**src/rtl/u8vpl_pkg.sv**
```systemverilog
`timescale 1ns / 1ps

package u8vpl_pkg;

  typedef struct packed {
    logic [7:0] text_byte;
    logic       string_end;
  } in_item_t;

  typedef struct packed {
    logic [15:0] prefix_length;
    logic [1:0]  stop_cause;
  } out_item_t;

  // stop causes
  localparam logic [1:0] CAUSE_END       = 2'd0;
  localparam logic [1:0] CAUSE_INVALID   = 2'd1;
  localparam logic [1:0] CAUSE_LIMIT     = 2'd2;
  localparam logic [1:0] CAUSE_TRUNCATED = 2'd3;

  // second-byte range class of an open character
  localparam logic [2:0] LEAD_ANY = 3'd0;  // 80..BF
  localparam logic [2:0] LEAD_E0  = 3'd1;  // A0..BF
  localparam logic [2:0] LEAD_ED  = 3'd2;  // 80..9F
  localparam logic [2:0] LEAD_F0  = 3'd3;  // 90..BF
  localparam logic [2:0] LEAD_F4  = 3'd4;  // 80..8F

  localparam logic [7:0] BYTE_NUL     = 8'h00;
  localparam logic [7:0] BYTE_ASCII   = 8'h80;
  localparam logic [7:0] BYTE_2_LO    = 8'hc2;
  localparam logic [7:0] BYTE_2_HI    = 8'hdf;
  localparam logic [7:0] BYTE_E0      = 8'he0;
  localparam logic [7:0] BYTE_ED      = 8'hed;
  localparam logic [7:0] BYTE_3_HI    = 8'hef;
  localparam logic [7:0] BYTE_F0      = 8'hf0;
  localparam logic [7:0] BYTE_F4      = 8'hf4;
  localparam logic [7:0] CONT_LO      = 8'h80;
  localparam logic [7:0] CONT_HI      = 8'hbf;
  localparam logic [7:0] CONT_E0_LO   = 8'ha0;
  localparam logic [7:0] CONT_ED_HI   = 8'h9f;
  localparam logic [7:0] CONT_F0_LO   = 8'h90;
  localparam logic [7:0] CONT_F4_HI   = 8'h8f;

  localparam logic [15:0] LIMIT_RESET = 16'd32;

endpackage

```
**src/rtl/utf8_valid_prefix_length.sv**
```systemverilog
`timescale 1ns / 1ps

// UTF-8 valid prefix length.
// Input channel (in_valid / in_stall / in_data): one string byte per transfer,
// string_end set on the string's last byte. Result channel (out_valid /
// out_stall / out_data): one result per marked byte, carrying the length of
// the well-formed prefix and the stop cause. cfg_valid / cfg_ready / cfg_data
// writes byte_limit; cfg_ready is always high.
// Throughput: one byte per clock while no marked byte waits on a held result.
// Bytes go through an input register, then decode/check logic updates the
// string state and, on a marked byte, loads the result register that drives
// out_valid. When the receiver stalls, unmarked bytes keep flowing; only a
// marked byte waits in the input register until the held result is taken,
// and while it waits the input stalls.
// Synchronous reset (rst_n low) empties both registers, clears the string
// state and sets byte_limit to 32.
module utf8_valid_prefix_length (
  input  logic                 clk,
  input  logic                 rst_n,
  input  logic                 in_valid,
  output logic                 in_stall,
  input  u8vpl_pkg::in_item_t  in_data,
  output logic                 out_valid,
  input  logic                 out_stall,
  output u8vpl_pkg::out_item_t out_data,
  input  logic                 cfg_valid,
  output logic                 cfg_ready,
  input  logic [15:0]          cfg_data
);

  logic                 in_vld_r;
  u8vpl_pkg::in_item_t  in_item_r;
  logic                 out_vld_r;
  u8vpl_pkg::out_item_t out_item_r;
  logic [15:0]          limit_r;

  logic [15:0] committed_r, committed_nxt;
  logic [1:0]  cont_left_r, cont_left_nxt;
  logic [2:0]  pending_r, pending_nxt;
  logic [2:0]  lead_class_r, lead_class_nxt;
  logic        stopped_r, stopped_nxt;
  logic [1:0]  reason_r, reason_nxt;

  logic        consume;
  logic        in_load;
  logic [7:0]  b;
  logic [2:0]  width;
  logic [2:0]  cls;
  logic [16:0] end_pos;
  logic [7:0]  lo, hi;
  logic [2:0]  pend_inc;
  logic [1:0]  cause;

  // a marked byte may not advance while a result is held
  assign consume  = in_vld_r && !(in_item_r.string_end && out_vld_r && out_stall);
  assign in_stall = in_vld_r && !consume;
  assign in_load  = in_valid && !in_stall;
  assign cfg_ready = 1'b1;

  assign out_valid = out_vld_r;
  assign out_data  = out_item_r;
  assign b = in_item_r.text_byte;

  always_comb begin
    width = 3'd0;
    cls   = u8vpl_pkg::LEAD_ANY;
    if (b < u8vpl_pkg::BYTE_ASCII) begin
      width = 3'd1;
    end else if (b >= u8vpl_pkg::BYTE_2_LO && b <= u8vpl_pkg::BYTE_2_HI) begin
      width = 3'd2;
    end else if (b == u8vpl_pkg::BYTE_E0) begin
      width = 3'd3;
      cls   = u8vpl_pkg::LEAD_E0;
    end else if (b == u8vpl_pkg::BYTE_ED) begin
      width = 3'd3;
      cls   = u8vpl_pkg::LEAD_ED;
    end else if (b > u8vpl_pkg::BYTE_E0 && b <= u8vpl_pkg::BYTE_3_HI) begin
      width = 3'd3;
    end else if (b == u8vpl_pkg::BYTE_F0) begin
      width = 3'd4;
      cls   = u8vpl_pkg::LEAD_F0;
    end else if (b > u8vpl_pkg::BYTE_F0 && b < u8vpl_pkg::BYTE_F4) begin
      width = 3'd4;
    end else if (b == u8vpl_pkg::BYTE_F4) begin
      width = 3'd4;
      cls   = u8vpl_pkg::LEAD_F4;
    end
  end

  assign end_pos = {1'b0, committed_r} + {14'd0, width};

  always_comb begin
    lo = u8vpl_pkg::CONT_LO;
    hi = u8vpl_pkg::CONT_HI;
    if (pending_r == 3'd1) begin
      case (lead_class_r)
        u8vpl_pkg::LEAD_E0: lo = u8vpl_pkg::CONT_E0_LO;
        u8vpl_pkg::LEAD_ED: hi = u8vpl_pkg::CONT_ED_HI;
        u8vpl_pkg::LEAD_F0: lo = u8vpl_pkg::CONT_F0_LO;
        u8vpl_pkg::LEAD_F4: hi = u8vpl_pkg::CONT_F4_HI;
        default: ;
      endcase
    end
  end

  assign pend_inc = pending_r + 3'd1;

  always_comb begin
    committed_nxt  = committed_r;
    cont_left_nxt  = cont_left_r;
    pending_nxt    = pending_r;
    lead_class_nxt = lead_class_r;
    stopped_nxt    = stopped_r;
    reason_nxt     = reason_r;

    if (!stopped_r) begin
      if (cont_left_r == 2'd0) begin
        if (committed_r >= limit_r) begin
          stopped_nxt = 1'b1;
          reason_nxt  = u8vpl_pkg::CAUSE_LIMIT;
        end else if (b == u8vpl_pkg::BYTE_NUL) begin
          stopped_nxt = 1'b1;
          reason_nxt  = u8vpl_pkg::CAUSE_END;
        end else if (width == 3'd0) begin
          stopped_nxt = 1'b1;
          reason_nxt  = u8vpl_pkg::CAUSE_INVALID;
        end else if (end_pos > {1'b0, limit_r}) begin
          stopped_nxt = 1'b1;
          reason_nxt  = u8vpl_pkg::CAUSE_LIMIT;
        end else if (width == 3'd1) begin
          committed_nxt = committed_r + 16'd1;
        end else begin
          cont_left_nxt  = 2'(width - 3'd1);
          pending_nxt    = 3'd1;
          lead_class_nxt = cls;
        end
      end else begin
        if (b < lo || b > hi) begin
          stopped_nxt    = 1'b1;
          reason_nxt     = u8vpl_pkg::CAUSE_INVALID;
          cont_left_nxt  = 2'd0;
          pending_nxt    = 3'd0;
          lead_class_nxt = u8vpl_pkg::LEAD_ANY;
        end else if (cont_left_r == 2'd1) begin
          committed_nxt  = committed_r + {13'd0, pend_inc};
          cont_left_nxt  = 2'd0;
          pending_nxt    = 3'd0;
          lead_class_nxt = u8vpl_pkg::LEAD_ANY;
        end else begin
          cont_left_nxt = cont_left_r - 2'd1;
          pending_nxt   = pend_inc;
        end
      end
    end

    if (stopped_nxt) cause = reason_nxt;
    else if (cont_left_nxt != 2'd0) cause = u8vpl_pkg::CAUSE_TRUNCATED;
    else cause = u8vpl_pkg::CAUSE_END;
  end

  always_ff @(posedge clk) begin
    if (!rst_n) begin
      in_vld_r     <= 1'b0;
      out_vld_r    <= 1'b0;
      limit_r      <= u8vpl_pkg::LIMIT_RESET;
      committed_r  <= '0;
      cont_left_r  <= '0;
      pending_r    <= '0;
      lead_class_r <= u8vpl_pkg::LEAD_ANY;
      stopped_r    <= 1'b0;
      reason_r     <= u8vpl_pkg::CAUSE_END;
    end else begin
      if (cfg_valid && cfg_ready) limit_r <= cfg_data;

      if (in_load) in_vld_r <= 1'b1;
      else if (consume) in_vld_r <= 1'b0;

      if (consume && in_item_r.string_end) out_vld_r <= 1'b1;
      else if (!out_stall) out_vld_r <= 1'b0;

      if (consume) begin
        if (in_item_r.string_end) begin
          committed_r  <= '0;
          cont_left_r  <= '0;
          pending_r    <= '0;
          lead_class_r <= u8vpl_pkg::LEAD_ANY;
          stopped_r    <= 1'b0;
          reason_r     <= u8vpl_pkg::CAUSE_END;
        end else begin
          committed_r  <= committed_nxt;
          cont_left_r  <= cont_left_nxt;
          pending_r    <= pending_nxt;
          lead_class_r <= lead_class_nxt;
          stopped_r    <= stopped_nxt;
          reason_r     <= reason_nxt;
        end
      end
    end
  end

  always_ff @(posedge clk) begin
    if (in_load) in_item_r <= in_data;
    if (consume && in_item_r.string_end) begin
      out_item_r.prefix_length <= committed_nxt;
      out_item_r.stop_cause    <= cause;
    end
  end

endmodule

```
**config.mk**
```make
export PLATFORM = sky130hd
export DESIGN_NAME = utf8_valid_prefix_length
export DESIGN_NICKNAME = d
export VERILOG_FILES = /design/src/rtl/u8vpl_pkg.sv /design/src/rtl/utf8_valid_prefix_length.sv
export SDC_FILE = /design/constraint.sdc
export NUM_CORES = 1
export LEC_CHECK = 0
export BUFFER_PORTS_ARGS = -buffer_cell sky130_fd_sc_hd__clkbuf_2
export CAP_MARGIN = 20
export CORE_AREA = 2 2 132 70
export CTS_CLUSTER_SIZE = 16
export DETAILED_ROUTE_END_ITERATION = 10
export DIE_AREA = 0 0 134 72
export PLACE_DENSITY = 0.85
export SLEW_MARGIN = 10
export SYNTH_ARGS = -nofsm -noshare
export SYNTH_HDL_FRONTEND = slang
export SYNTH_SLANG_ARGS = --single-unit
```
**constraint.sdc**
```tcl
create_clock -name clk -period 6.96 [get_ports clk]
set_input_delay 0.348 -clock clk [delete_from_list [all_inputs] [get_ports clk]]
set_output_delay 0.348 -clock clk [all_outputs]
set_load 0.01 [all_outputs]
```
; ---- Yosys cells after proc, flatten, opt, wreduce, memory -nomap -nowiden
; Index checks and enable logic that the tools add are counted.
[totals]
latch_bits = 0
in_bits = 30
mem_bits_ro = 0
ramBits = 0
regBits = 72
memories = 0
elab_cells = 150
[classes]
multipliers = 0
div_mod_pow = 0
magnitude_cmp = 11
bitwise_logic = 0
shifts = 0
n_eq_ne = 18
n_reduce_logical = 21
n_mux = 81
addsub = 6
[op_table]
columns = cell, count
row1 = $mux W16, 10
row2 = $mux W3, 35
row3 = $mux W2, 20
row4 = $eq A8 B8 Y1 const B, 4
row5 = $pmux W6 S2, 2
row6 = $add A16 B3 Y17, 1
row7 = $gt A17 B16 Y1, 1
row8 = $add A16 B1 Y16 const B, 1
row9 = $add A16 B3 Y16, 1
row10 = $ge A16 B16 Y1, 1
row11 = $gt A8 B8 Y1 const B, 2
row12 = $le A8 B8 Y1 const B, 2
row13 = $lt A8 B8 Y1 const B, 2
row14 = $ne A3 B3 Y1 const B, 5
row15 = $mux W1, 12
row16 = $mux W6, 2
row17 = $eq A3 B1 Y1 const B, 3
row18 = $logic_and A1 B1 Y1, 9
row19 = $ge A8 B8 Y1 const B, 1
row20 = $gt A8 B8 Y1, 1
row21 = $logic_not A8 Y1, 1
row22 = $lt A8 B8 Y1, 1
row23 = $reduce_and A8 Y1, 1
row24 = $reduce_and A7 Y1, 1
row25 = 13 further kinds, 18

; ---- Longest topological paths before layout
[logic_depth]
ltp_word = 20
mapped_depth = 22
mapped_depth_nobuf = 20

; ---- Worst setup path after synthesis
; OpenSTA, ideal clock, no wires.
[synth_timing]
path_kind = reg-to-reg
startpoint = register in_item_r (netlist bit b[4])
endpoint = register out_item_r (netlist bit out_data[0]) (data pin)
setup_slack_ns = 1.779
path_stages_with_launch = 21
period_less_slack_ns = 5.181
setup_ns = 0.276
arrival_ns = 4.905
path_cell_list = edfxtp_1 > buf_2 > nor4_1 > nand2b_1 > nand4_1 > inv_1 > ha_1 > a21oi_1 > maj3_1 > or2_2 > nor3_1 > xor2_1 > ha_1 > a21oi_2 > nand2_1 > a2111o_1 > o31a_1 > or4_1 > and3_1 > a2111oi_1 > a31oi_1
[synth_between]
elab_chain_cells = 20
[synth_rtl]
columns = item, line
row1 = "start, declared", utf8_valid_prefix_length.sv:32  ; u8vpl_pkg::in_item_t in_item_r;
row2 = "start signal, assigned", utf8_valid_prefix_length.sv:202  ; if (in_load) in_item_r <= in_data;
row3 = $gt A8 B8 Y1 (tied with other cells), utf8_valid_prefix_length.sv:82  ; end else if (b > u8vpl_pkg::BYTE_F0 && b < u8vpl_pkg::BYTE_F4) begin
row4 = $logic_and A1 B1 Y1 / $mux W3 (equally long branches), "utf8_valid_prefix_length.sv:82, utf8_valid_prefix_length.sv:84"
row5 = $mux W3, utf8_valid_prefix_length.sv:82
row6 = $mux W3, utf8_valid_prefix_length.sv:79  ; end else if (b == u8vpl_pkg::BYTE_F0) begin
row7 = $mux W3, utf8_valid_prefix_length.sv:77  ; end else if (b > u8vpl_pkg::BYTE_E0 && b <= u8vpl_pkg::BYTE_3_HI) begin
row8 = $mux W3, utf8_valid_prefix_length.sv:74  ; end else if (b == u8vpl_pkg::BYTE_ED) begin
row9 = $mux W3, utf8_valid_prefix_length.sv:71  ; end else if (b == u8vpl_pkg::BYTE_E0) begin
row10 = $mux W3, utf8_valid_prefix_length.sv:69  ; end else if (b >= u8vpl_pkg::BYTE_2_LO && b <= u8vpl_pkg::BYTE_2_HI) begin
row11 = [... 5 more ...], --
row12 = $mux W2, utf8_valid_prefix_length.sv:121  ; end else if (b == u8vpl_pkg::BYTE_NUL) begin
row13 = $mux W2, utf8_valid_prefix_length.sv:118  ; if (committed_r >= limit_r) begin
row14 = $mux W2, utf8_valid_prefix_length.sv:117  ; if (cont_left_r == 2'd0) begin
row15 = $mux W2, utf8_valid_prefix_length.sv:116  ; if (!stopped_r) begin
row16 = $reduce_bool A2 Y1, utf8_valid_prefix_length.sv:157  ; else if (cont_left_nxt != 2'd0) cause = u8vpl_pkg::CAUSE_TRUNCATED;
row17 = $mux W2, utf8_valid_prefix_length.sv:157
row18 = $mux W2 (*), utf8_valid_prefix_length.sv:156  ; if (stopped_nxt) cause = reason_nxt;
row19 = named net cause[0], utf8_valid_prefix_length.sv:52  ; logic [1:0] cause;
row20 = "end, declared", utf8_valid_prefix_length.sv:34  ; u8vpl_pkg::out_item_t out_item_r;
; The timed path passes the listed nets; every way through them passes the cells marked *.
; A chain may end at the register's enable or synchronous reset.

; ---- Worst setup path in the final report
[layout_timing]
startpoint = register in_item_r (netlist bit b[4])
endpoint = register committed_r[6]
[layout_between]
elab_chain_cells = 18
[layout_rtl]
columns = item, line
row1 = $gt A8 B8 Y1 (tied with other cells), utf8_valid_prefix_length.sv:82
row2 = $logic_and A1 B1 Y1 / $mux W3 (equally long branches), "utf8_valid_prefix_length.sv:82, utf8_valid_prefix_length.sv:84"
row3 = $mux W3, utf8_valid_prefix_length.sv:82
row4 = $mux W3, utf8_valid_prefix_length.sv:79
row5 = $mux W3, utf8_valid_prefix_length.sv:77
row6 = $mux W3, utf8_valid_prefix_length.sv:74
row7 = $mux W3, utf8_valid_prefix_length.sv:71
row8 = $mux W3, utf8_valid_prefix_length.sv:69
row9 = [... 2 more ...], --
row10 = $gt A17 B16 Y1 / $mux W16 (equally long branches), "utf8_valid_prefix_length.sv:127, utf8_valid_prefix_length.sv:130"
row11 = $mux W16, utf8_valid_prefix_length.sv:127  ; end else if (end_pos > {1'b0, limit_r}) begin
row12 = $mux W16, utf8_valid_prefix_length.sv:124  ; end else if (width == 3'd0) begin
row13 = $mux W16, utf8_valid_prefix_length.sv:121
row14 = $mux W16, utf8_valid_prefix_length.sv:118
row15 = $mux W16 (*), utf8_valid_prefix_length.sv:117
row16 = $mux W16 (*), utf8_valid_prefix_length.sv:116
row17 = $mux W16 (*), utf8_valid_prefix_length.sv:182  ; if (in_item_r.string_end) begin
row18 = "end signal, assigned", utf8_valid_prefix_length.sv:190  ; committed_r <= committed_nxt;
row19 = "end, declared", utf8_valid_prefix_length.sv:37  ; logic [15:0] committed_r, committed_nxt;
; Every way passes the cells marked *; elsewhere a longest branch is shown, timed or not.

==> results.py <==
metrics = {
    "cts": {
        "clockRootBuffer": "clkbuf_16",
        "cts_tree": "built",
        "clk_transition_reported_paths_ns": 0.07,
        "clk_latency_ns": 0.34,
        "cts_resized": 0,
        "max-clock-path-buffers": 2,
        "post_cts_buffers": 0,
        "cts_hold_buf": 0,
        "numCtsBuffers": 9,
        "h-tree-depth": 3,
        "clock-sinks": 72,
    },
    "global_routing": {
        "grt_max_degree": 33,
        "grt_use_total_pct": 30.9,
        "grt_pass1_vias": 4222,
        "globalRouteOverflowTotal": 0,
        "antenna_found_initial": 0,
        "grt_pass1_wl_mm": 22.6,
    },
    "setup_path": {
        "critPathArrivalTime_ns": 6.20,
        "path_depth": 19,
        "cp_num_buf_inv": 1,
        "ff2ff_path_depth": 19,
        "crit_fanout": 14,
        "worst_path_max_delay_cell": "edfxtp_1",
        "cp-start-kind": "flip-flop",
        "worstReg2RegStart": "b[4]$_DFFE_PP_",
        "end_kind": "flip-flop",
        "timing.rr.end": "committed_r[6]$_SDFFE_PN0P_",
        "crit_type": "flip-flop to flip-flop",
        "crit_required_ns": 7.22,
        "crit_family": "simple AND/OR/NAND/NOR gates",
        "slowest_delay_ns": 0.55,
        "r2r_slack_ns": 1.02,
        "crit_chain": "nor4_1 > nand2b_1 > nand4_1 > inv_1 > ha_1 > a21oi_1 > maj3_1 > or2_2 > nor3_1 > xor2_1 > ha_1 > nand4_1 > nor2_1 > a2111o_1 > o31a_1 > nor4_1 > o211ai_1 > or3_1 > a31oi_1",
    },
    "timing": {
        "slew_headroom_pct": 25.6,
        "post-route-period-util_pct": 85.3,
        "period_minus_slack_ns": 5.94,
        "fmax_mhz": 168,
        "grt_setup_unrepaired": "no",
        "finalSetupViolCount": 0,
        "skew_ns": 0.00941,
        "worst_pin_slew_ns": 1.11,
        "hold_violations": 0,
        "finalMaxSlewViolations": 0,
        "setup_tns_ns": 0,
    },
    "cells_and_area": {
        "layout_common_cells": "nor2_1, clkbuf_2, ha_1, dfxtp_1, inv_1",
        "final_area_mm2": 0.00553,
        "utilization_pct": 65.5,
        "nets": 671,
        "diodes": 0,
        "area_growth_pct": 12.1,
        "layout_commonest_cell": "nor2_1",
        "drive_gt1_share_pct": 13.9,
    },
    "hold_path": {
        "whs_endpoint": "b[4]$_DFFE_PP_",
        "hp-start": "in_data[5]",
        "worstHoldPathCells": 1,
        "hp-class": "input port to flip-flop",
    },
    "floorplan": {
        "start_util_pct": 58.5,
        "die_y_um": 72,
        "fp.coreArea_mm2": 0.00844,
        "num_rows": 24,
        "die_x_um": 134,
        "die_area_mm2": 0.00965,
        "pin_count": 51,
    },
    "placed_design": {
        "gp_congestion": 1.03,
        "port_buffers": 49,
        "dp_hpwl_mm": 10.8,
        "place_area_mm2": 0.00525,
    },
    "synthesis": {
        "synth_warnings": 0,
        "synth_seq_cells": 72,
        "ys.flop_type": "dfxtp_1",
        "async_flop_share_pct": 0,
        "synth-edff-count": 27,
        "synth_seq_area_share_pct": 34.7,
        "postSynthAreaPerCell_um2": 8.89,
        "syn_inst": 555,
        "synthesis.nets": 632,
        "ys_types": 70,
        "synth_area_mm2": 0.00493,
    },
    "routing": {
        "antenna_left": 0,
        "wl_per_cell_um": 19.8,
        "vias": 4505,
        "drc": 0,
        "dr.pass1.iters": 6,
        "wl_mm": 14.2,
        "vias_per_cell": 6.29,
        "drtIter0Drc": 518,
    },
    "flow_run": {
        "cap_violations": 0,
    },
    "pwr": {
        "p_leak_nw": 2.31,
        "ir_drop_mv": 0.138,
        "power.density_mw_per_mm2": 209,
    },
    "status": {
        "outcome": "finished clean",
    },
}
[worst register-to-register path: stages, from the launching register on]
cell	delay (ns)
edfxtp_1	0.55
nor4_1	0.48
nand2b_1	0.14
nand4_1	0.17
inv_1	0.06
ha_1	0.27
a21oi_1	0.07
maj3_1	0.39
or2_2	0.34
nor3_1	0.22
xor2_1	0.19
ha_1	0.29
nand4_1	0.16
nor2_1	0.08
a2111o_1	0.40
o31a_1	0.40
nor4_1	0.47
o211ai_1	0.49
or3_1	0.52
a31oi_1	0.15
[synth_stat cells, drive strengths merged, types with 8 or more instances]
cell type  count  area share (%)
nand2b         8             1.0
ha            45              11
nor2          60             4.6
inv           44             3.3
xor2           9             1.6
xnor2         22             3.9
mux2i         22             4.5
a21oi         25             2.6
nand4         18             2.3
a31oi         11             1.4
nand3         16             1.9
o21ai         15             1.5
dfxtp         45              18
buf            9            0.89
clkbuf        15             1.1
nor4           8             1.0
nor3          12             1.5
edfxtp        27              16
nand2         39             3.0
[worst max-delay path by stage]
stage / from / end
floorplan: b[4]$_DFFE_PP_ / out_data[0]$_DFFE_PP_
global placement: b[4]$_DFFE_PP_ / out_data[0]$_DFFE_PP_
detailed placement: b[4]$_DFFE_PP_ / committed_r[6]$_SDFFE_PN0P_
CTS: b[4]$_DFFE_PP_ / committed_r[6]$_SDFFE_PN0P_
global route: b[4]$_DFFE_PP_ / committed_r[6]$_SDFFE_PN0P_
finish: b[4]$_DFFE_PP_ / committed_r[6]$_SDFFE_PN0P_
[cell families (layout without fill, tap and decap cells)]
group / after synthesis / in the layout / share of synthesized area (%)
adder cells (fa/ha/maj): 48 / 48 / 12.4
buffers and inverters: 68 / 112 / 5.38
other: 1 / 1 / 0.0760
XOR/XNOR: 31 / 31 / 5.50
multiplexers: 23 / 23 / 4.69
AND/OR/NAND/NOR: 198 / 198 / 20.5
AO/OA/AOI/OAI: 114 / 114 / 16.8
flip-flops: 72 / 72 / 34.7
[flip-flops by register name (all words and copies together) (netlist names)]
signal	count
in_item_r	1
limit_r	16
committed_r	16
reason_r	2
b	8
pending_r	3
in_vld_r	1
lead_class_r	3
stopped_r	1
cont_left_r	2
out_data	18
out_valid	1
[where the power goes]
group          internal (W)  switching (W)  total (W)
clock              0.000254       0.000191   0.000444
sequential         0.000460      0.0000222   0.000482
combinational     0.0000888       0.000143   0.000232
total              0.000802       0.000356    0.00116
[final cells by class]
type                    count  area [µm²]
well taps                 117         146
repair buffers             52         268
flip-flops and latches     72        1710
multi-input cells         415        2960
clock buffers              11         243
fillers                   715        2910
clock inverters             5        38.8
inverters                  44         165
[per-stage QoR]
step	hold slack (ns)	std cells	setup slack, ns	power, W
2_1_floorplan	0.440	555	1.78	0.000642
3_3_place_gp	0.455	700	1.42	0.000704
3_5_place_dp	0.468	700	1.16	0.000710
4_1_cts	0.172	716	1.13	0.00115
5_1_grt	0.172	716	0.574	0.00120
6_report	0.178	716	1.02	0.00116
[layer usage]
metal | track usage [%] | share of wire [%] | vias to the layer above
met4 | 6.38 | 1.0 | 0
met3 | 13.2 | 14 | 21
met1 | 45.8 | 46 | 2128
li1 | - | - | 2113
met5 | 0 | 0 | -
met2 | 41.5 | 39 | 243
(Power assumes the default switching activity.)
